==> src/hw/rtl/lcff_pkg.sv <==
package lcff_pkg;

  // Sizes of the stores and fields
  localparam int unsigned KEY_W    = 64;
  localparam int unsigned CNT_W    = 16;
  localparam int unsigned CT_DEPTH = 256;
  localparam int unsigned CT_AW    = $clog2(CT_DEPTH);
  localparam int unsigned IDX_W    = CT_AW + 1;
  localparam int unsigned C_DEPTH  = 64;
  localparam int unsigned C_AW     = $clog2(C_DEPTH);
  localparam int unsigned COCC_W   = C_AW + 1;
  localparam int unsigned FORG_W   = 7;
  localparam int unsigned LEFT_W   = 8;

  // Configuration port
  localparam int unsigned CFG_IDX_W  = 3;
  localparam int unsigned CFG_DATA_W = 16;

  typedef enum logic [CFG_IDX_W-1:0] {
    CFG_FREQ_FLOOR   = 3'd0,
    CFG_FORGIVE_LIM  = 3'd1,
    CFG_FORGIVE_UNL  = 3'd2,
    CFG_TABLE_LIMIT  = 3'd3,
    CFG_CAPACITY     = 3'd4
  } lcff_cfg_e;

  // Datapath operations, one per cycle
  typedef enum logic [4:0] {
    OP_NONE,
    OP_LOAD,
    OP_IDX_INC,
    OP_CT_READ,
    OP_CT_FOUND,
    OP_CT_DROP,
    OP_CT_NEW,
    OP_CT_SH_READ,
    OP_CT_SH_WRITE,
    OP_CT_HEAD,
    OP_C_READ,
    OP_C_HIT,
    OP_C_INS_SETUP,
    OP_C_SH_READ,
    OP_C_SH_WRITE,
    OP_C_HEAD_KEY,
    OP_C_HEAD_INS,
    OP_C_HEAD_TAIL,
    OP_LEFT_INIT,
    OP_C_TAIL_READ,
    OP_C_TAIL_GET,
    OP_T_ABSENT,
    OP_T_FOUND,
    OP_FORGIVE,
    OP_EVICT,
    OP_EMIT
  } lcff_op_e;

  typedef enum logic [4:0] {
    S_IDLE,
    S_CT_SRD,
    S_CT_SCHK,
    S_CT_DROP,
    S_CT_SHR,
    S_CT_SHW,
    S_C_SRD,
    S_C_SCHK,
    S_C_EV,
    S_C_SHR,
    S_C_SHW,
    S_C_TRD,
    S_C_TGET,
    S_T_SRD,
    S_T_SCHK,
    S_C_DEC,
    S_DONE
  } lcff_state_e;

  typedef enum logic [1:0] {
    RET_HIT,
    RET_INS,
    RET_TAIL
  } lcff_ret_e;

  typedef struct packed {
    lcff_op_e op;
  } lcff_cmd_t;

  typedef struct packed {
    logic idx_zero;
    logic idx_at_ct_occ;
    logic idx_at_c_occ;
    logic ct_match_key;
    logic ct_match_tail;
    logic c_match;
    logic ct_full;
    logic c_full;
    logic forgive;
    logic out_free;
  } lcff_sts_t;

endpackage

==> src/hw/rtl/lcff_ctrl.sv <==
module lcff_ctrl (
  input  logic              clk_i,
  input  logic              rst_ni,
  input  logic              in_valid_i,
  output logic              in_ready_o,
  input  lcff_pkg::lcff_sts_t sts_i,
  output lcff_pkg::lcff_cmd_t cmd_o
);
  import lcff_pkg::*;

  lcff_state_e state_q, state_d;
  lcff_ret_e   ret_q, ret_d;

  always_ff @(posedge clk_i or negedge rst_ni) begin
    if (!rst_ni) begin
      state_q <= S_IDLE;
      ret_q   <= RET_HIT;
    end else begin
      state_q <= state_d;
      ret_q   <= ret_d;
    end
  end

  // Next state
  always_comb begin
    state_d = state_q;
    ret_d   = ret_q;
    unique case (state_q)
      S_IDLE:    if (in_valid_i) state_d = S_CT_SRD;
      S_CT_SRD:  state_d = sts_i.idx_at_ct_occ ? S_CT_DROP : S_CT_SCHK;
      S_CT_SCHK: state_d = sts_i.ct_match_key ? S_CT_SHR : S_CT_SRD;
      S_CT_DROP: if (!sts_i.ct_full) state_d = S_CT_SHR;
      S_CT_SHR:  state_d = sts_i.idx_zero ? S_C_SRD : S_CT_SHW;
      S_CT_SHW:  state_d = S_CT_SHR;
      S_C_SRD:   state_d = sts_i.idx_at_c_occ ? S_C_EV : S_C_SCHK;
      S_C_SCHK: begin
        if (sts_i.c_match) begin
          state_d = S_C_SHR;
          ret_d   = RET_HIT;
        end else begin
          state_d = S_C_SRD;
        end
      end
      S_C_EV: begin
        if (sts_i.c_full) begin
          state_d = S_C_TRD;
        end else begin
          state_d = S_C_SHR;
          ret_d   = RET_INS;
        end
      end
      S_C_SHR: begin
        if (!sts_i.idx_zero) begin
          state_d = S_C_SHW;
        end else if (ret_q == RET_TAIL) begin
          state_d = S_C_TRD;
        end else begin
          state_d = S_DONE;
        end
      end
      S_C_SHW:   state_d = S_C_SHR;
      S_C_TRD:   state_d = S_C_TGET;
      S_C_TGET:  state_d = S_T_SRD;
      S_T_SRD:   state_d = sts_i.idx_at_ct_occ ? S_C_DEC : S_T_SCHK;
      S_T_SCHK:  state_d = sts_i.ct_match_tail ? S_C_DEC : S_T_SRD;
      S_C_DEC: begin
        if (sts_i.forgive) begin
          state_d = S_C_SHR;
          ret_d   = RET_TAIL;
        end else begin
          state_d = S_C_EV;
        end
      end
      S_DONE:    if (sts_i.out_free) state_d = S_IDLE;
      default:   state_d = S_IDLE;
    endcase
  end

  // Commands to the datapath
  always_comb begin
    cmd_o.op   = OP_NONE;
    in_ready_o = 1'b0;
    unique case (state_q)
      S_IDLE: begin
        in_ready_o = 1'b1;
        if (in_valid_i) cmd_o.op = OP_LOAD;
      end
      S_CT_SRD:  if (!sts_i.idx_at_ct_occ) cmd_o.op = OP_CT_READ;
      S_CT_SCHK: cmd_o.op = sts_i.ct_match_key ? OP_CT_FOUND : OP_IDX_INC;
      S_CT_DROP: cmd_o.op = sts_i.ct_full ? OP_CT_DROP : OP_CT_NEW;
      S_CT_SHR:  cmd_o.op = sts_i.idx_zero ? OP_CT_HEAD : OP_CT_SH_READ;
      S_CT_SHW:  cmd_o.op = OP_CT_SH_WRITE;
      S_C_SRD:   if (!sts_i.idx_at_c_occ) cmd_o.op = OP_C_READ;
      S_C_SCHK:  cmd_o.op = sts_i.c_match ? OP_C_HIT : OP_IDX_INC;
      S_C_EV:    cmd_o.op = sts_i.c_full ? OP_LEFT_INIT : OP_C_INS_SETUP;
      S_C_SHR: begin
        if (!sts_i.idx_zero) begin
          cmd_o.op = OP_C_SH_READ;
        end else begin
          unique case (ret_q)
            RET_HIT:  cmd_o.op = OP_C_HEAD_KEY;
            RET_INS:  cmd_o.op = OP_C_HEAD_INS;
            RET_TAIL: cmd_o.op = OP_C_HEAD_TAIL;
            default:  cmd_o.op = OP_NONE;
          endcase
        end
      end
      S_C_SHW:   cmd_o.op = OP_C_SH_WRITE;
      S_C_TRD:   cmd_o.op = OP_C_TAIL_READ;
      S_C_TGET:  cmd_o.op = OP_C_TAIL_GET;
      S_T_SRD:   cmd_o.op = sts_i.idx_at_ct_occ ? OP_T_ABSENT : OP_CT_READ;
      S_T_SCHK:  cmd_o.op = sts_i.ct_match_tail ? OP_T_FOUND : OP_IDX_INC;
      S_C_DEC:   cmd_o.op = sts_i.forgive ? OP_FORGIVE : OP_EVICT;
      S_DONE:    if (sts_i.out_free) cmd_o.op = OP_EMIT;
      default:   cmd_o.op = OP_NONE;
    endcase
  end

endmodule

==> config.mk <==
export PLATFORM = sky130hd
export DESIGN_NAME = lcff_ctrl
export DESIGN_NICKNAME = d
export VERILOG_FILES = /design/src/hw/rtl/lcff_pkg.sv /design/src/hw/rtl/lcff_ctrl.sv
export SDC_FILE = /design/constraint.sdc
export NUM_CORES = 1
export LEC_CHECK = 0
export BUFFER_PORTS_ARGS = -buffer_cell sky130_fd_sc_hd__buf_2
export CAP_MARGIN = 10
export CORE_ASPECT_RATIO = 1.25
export CORE_UTILIZATION = 30
export DETAILED_ROUTE_END_ITERATION = 10
export MAX_ROUTING_LAYER = met4
export PLACE_DENSITY = 0.55
export REMOVE_ABC_BUFFERS = 1
export SLEW_MARGIN = 15
export SYNTH_ARGS = -nofsm -noshare
export SYNTH_HDL_FRONTEND = slang
export SYNTH_SLANG_ARGS = --single-unit
==> constraint.sdc <==
create_clock -name clk_i -period 1.45 [get_ports clk_i]
set_input_delay 0.2175 -clock clk_i [delete_from_list [all_inputs] [get_ports clk_i]]
set_output_delay 0.2175 -clock clk_i [all_outputs]
set_load 0.03 [all_outputs]
==> qor.txt <==
Via count: 1325
Initial antenna violation count: 0
Slew margin rel.: 71.3%
First-pass GRT wire length: 6390 um
Top cell type's share of synthesized area: 18.2%
P_leak: 0.000789 uW
Synth Cell Area: 965 um2
Yosys reg bits: 7
Initial DRC count: 50
Avg Cell Area, Syn: 7.60 um2
H-Tree Depth: 1
Post-route cell area: 1760 um2
Vias in the first global route: 1356
Nets: 209
CP Max Fanout: 7
Worst setup SP type: flip-flop
Post-synth EDFFs: 0
Required time of the critical path: 1.23 ns
Final Hold Viols: 0
Antenna Cells: 0
Sequential area share after synthesis: 18.2%
Failing checks: setup timing
Fmax: 491 MHz
Largest net degree at the start of global routing: 10
GRT Total Usage: 25.7%
Final-report setup violation count: 13
Async set or reset register ratio after synthesis: 100%
Antenna viol nets, final: 0
Die Width: 52.7 um
Final Worst Setup Slack: -0.586 ns
Pre-Repair DR Iteration Count: 4
Worst-Margin Slew: 0.428 ns
Slew Limit Fails: 0
Critical Path AT: 1.82 ns
Num rows: 22
PwrDens: 2250 nW/um2
Inserted Clock Buffers: 3
Dominant synthesized flop cell: dfrtp_1
Clock Sinks: 7
Crit Path Category: reg -> out
Synth cell types: 50
Cell taking the most area after synthesis: dfrtp_1
Die height: 65.4 um
Synth Instances: 127
Share of cells above drive strength 1: 61.7%
DP HPWL: 2890 um
Clk Tree Root Cell: clkbuf_4
Status: finished with violations
Clk buf depth: 2
Max IR drop VDD: 1.05 mV
Area contributors post-synth: dfrtp_1, nand3_1, a21oi_1
Worst setup EP type: output pin
Synth-to-Final Area Change: 82.9%
DR WL/cell: 17.0 um
Clk pin slew, worst setup/hold paths: 0.05 ns
Max Clock Skew: 0.00283 ns
Routed wire length: 3900 um
Minimum clock period: 2.04 ns
Core ar.: 3000 um2
Clk_lat worst skew: 0.25 ns
GRT overflow: 0
Unrepaired setup endpoints after global routing: yes
RePlAce Congestion: 0.951
HP Class: in -> reg
TritonCTS clock tree: done
Vias per cell: 5.79
Initial Util: 32.2%
Yosys warning total: 0
IO buf count: 18
Max_cap viols: 0
DIE AREA: 3450 um2
Setup TNS: -4.65 ns
Period utilization: 140%
Drc violations: 0
Dpl cell area: 1340 um2
IO Count: 19
## layout make-up
type	instances	area, um2
Clock buffer	4	26.3
Fill cell	260	1240
Inverter	7	28.8
Multi-Input combinational cell	103	886
Sequential cell	7	181
Tap cell	36	45.0
Timing Repair Buffer	72	597
## per-layer routing
layer / wire length [um] / part of all wire [%] / GRT usage (%) / vias up
met2: 2060 / 53 / 44.5 / 65
met4: 176 / 4.5 / 11.8 / 0
met1: 1440 / 37 / 28.0 / 626
met3: 220 / 5.6 / 4.17 / 22
li1: - / - / - / 612
met5: 0 / 0 / - / -
## state kept, by name, indices dropped and copies added (netlist names)
name and count:
state_q 5, ret_q 2
## cell usage after synthesis (all sizes together) (2+ instances only)
master	instances
nor2b	5
nand3b	2
nand4	3
nand3	10
o21ai	5
o211ai	4
nand2b	5
buf	8
inv	7
nor3	4
clkbuf	2
a22oi	2
o2111ai	2
nand4b	2
nor4b	2
dfrtp	7
ha	2
or4	4
nor2	8
and3	3
xor2	2
nand2	8
a21oi	9
o2bb2ai	2
## path summary, 6_finish.rpt
path,cells past startpoint,start,to,slack (ns)
worst max-delay path,5,state_q[0]$_DFFE_PN0P_,cmd_o[0],-0.59
worst min-delay path,3,sts_i[0],state_q[4]$_DFFE_PN0P_,0.30
worst max register to register,6,state_q[2]$_DFFE_PN0P_,state_q[3]$_DFFE_PN0P_,-0.39
worst min register to register,3,ret_q[1]$_DFFE_PN0P_,ret_q[1]$_DFFE_PN0P_,0.67
max in group asynchronous,2,rst_ni,state_q[4]$_DFFE_PN0P_,0.95
min in group asynchronous,2,rst_ni,state_q[1]$_DFFE_PN0P_,0.33
## layout by cell type, fill, tap and decap left out, drive strengths merged, types with 2 or more instances in the layout
cell type / n
buf: 71
nand3: 10
a21oi: 9
nand2: 8
nor2: 8
dfrtp: 7
inv: 7
nand2b: 5
nor2b: 5
o21ai: 5
o211ai: 4
or4: 4
clkbuf: 4
nor3: 4
and3: 3
nand4: 3
nand4b: 2
nand3b: 2
o2bb2ai: 2
nor4b: 2
a22oi: 2
o2111ai: 2
xor2: 2
ha: 2
## kinds of logic after synthesis
logic type | Yosys count | synth area share [%]
AOI/OAI and AO/OA | 33 | 24.0
adders and majority gates | 2 | 2.59
xor gates and xnor gates | 3 | 2.72
and+or+nand+nor | 64 | 40.7
DFF | 7 | 18.2
buffers and inverters | 17 | 10.8
muxes | 1 | 1.04
## critical path: stages, from the launching register on
cell	delay, ns
dfrtp_2	0.48
nor2b_4	0.17
o211ai_1	0.16
nand3_1	0.11
or4_4	0.50
buf_6	0.15
## timing repair
item                                    4_1_cts  5_1_grt
hold buffers                                  1        0
pin swaps                                    18        7
gates resized for setup                      57       19
gates cloned                                  0        0
setup buffers                                11        1
endpoints found under the setup margin       13       13
hold endpoints to repair                      7        0
## per-stage QoR
step / util (%) / hold WS, ns / std cells / power, uW / worst slack (ns)
after detailed placement: 44.7 / 0.0597 / 212 / 2720 / -0.438
final: 58.8 / 0.299 / 229 / 3970 / -0.586
after global routing: 58.8 / 0.292 / 229 / 4220 / -0.650
after floorplan: - / -0.0781 / 117 / 1660 / -0.527
after global placement: 44.7 / 0.0502 / 212 / 2710 / -0.441
after CTS: 55.9 / 0.280 / 228 / 3700 / -0.572
## where the power goes
group	switching, uW	internal, uW	leakage (uW)
combinational	1580	1760	0.000692
clock	71.0	105	0.0000150
sequential	158	290	0.0000824
No activity file was read; power rests on OpenSTA's default activity.
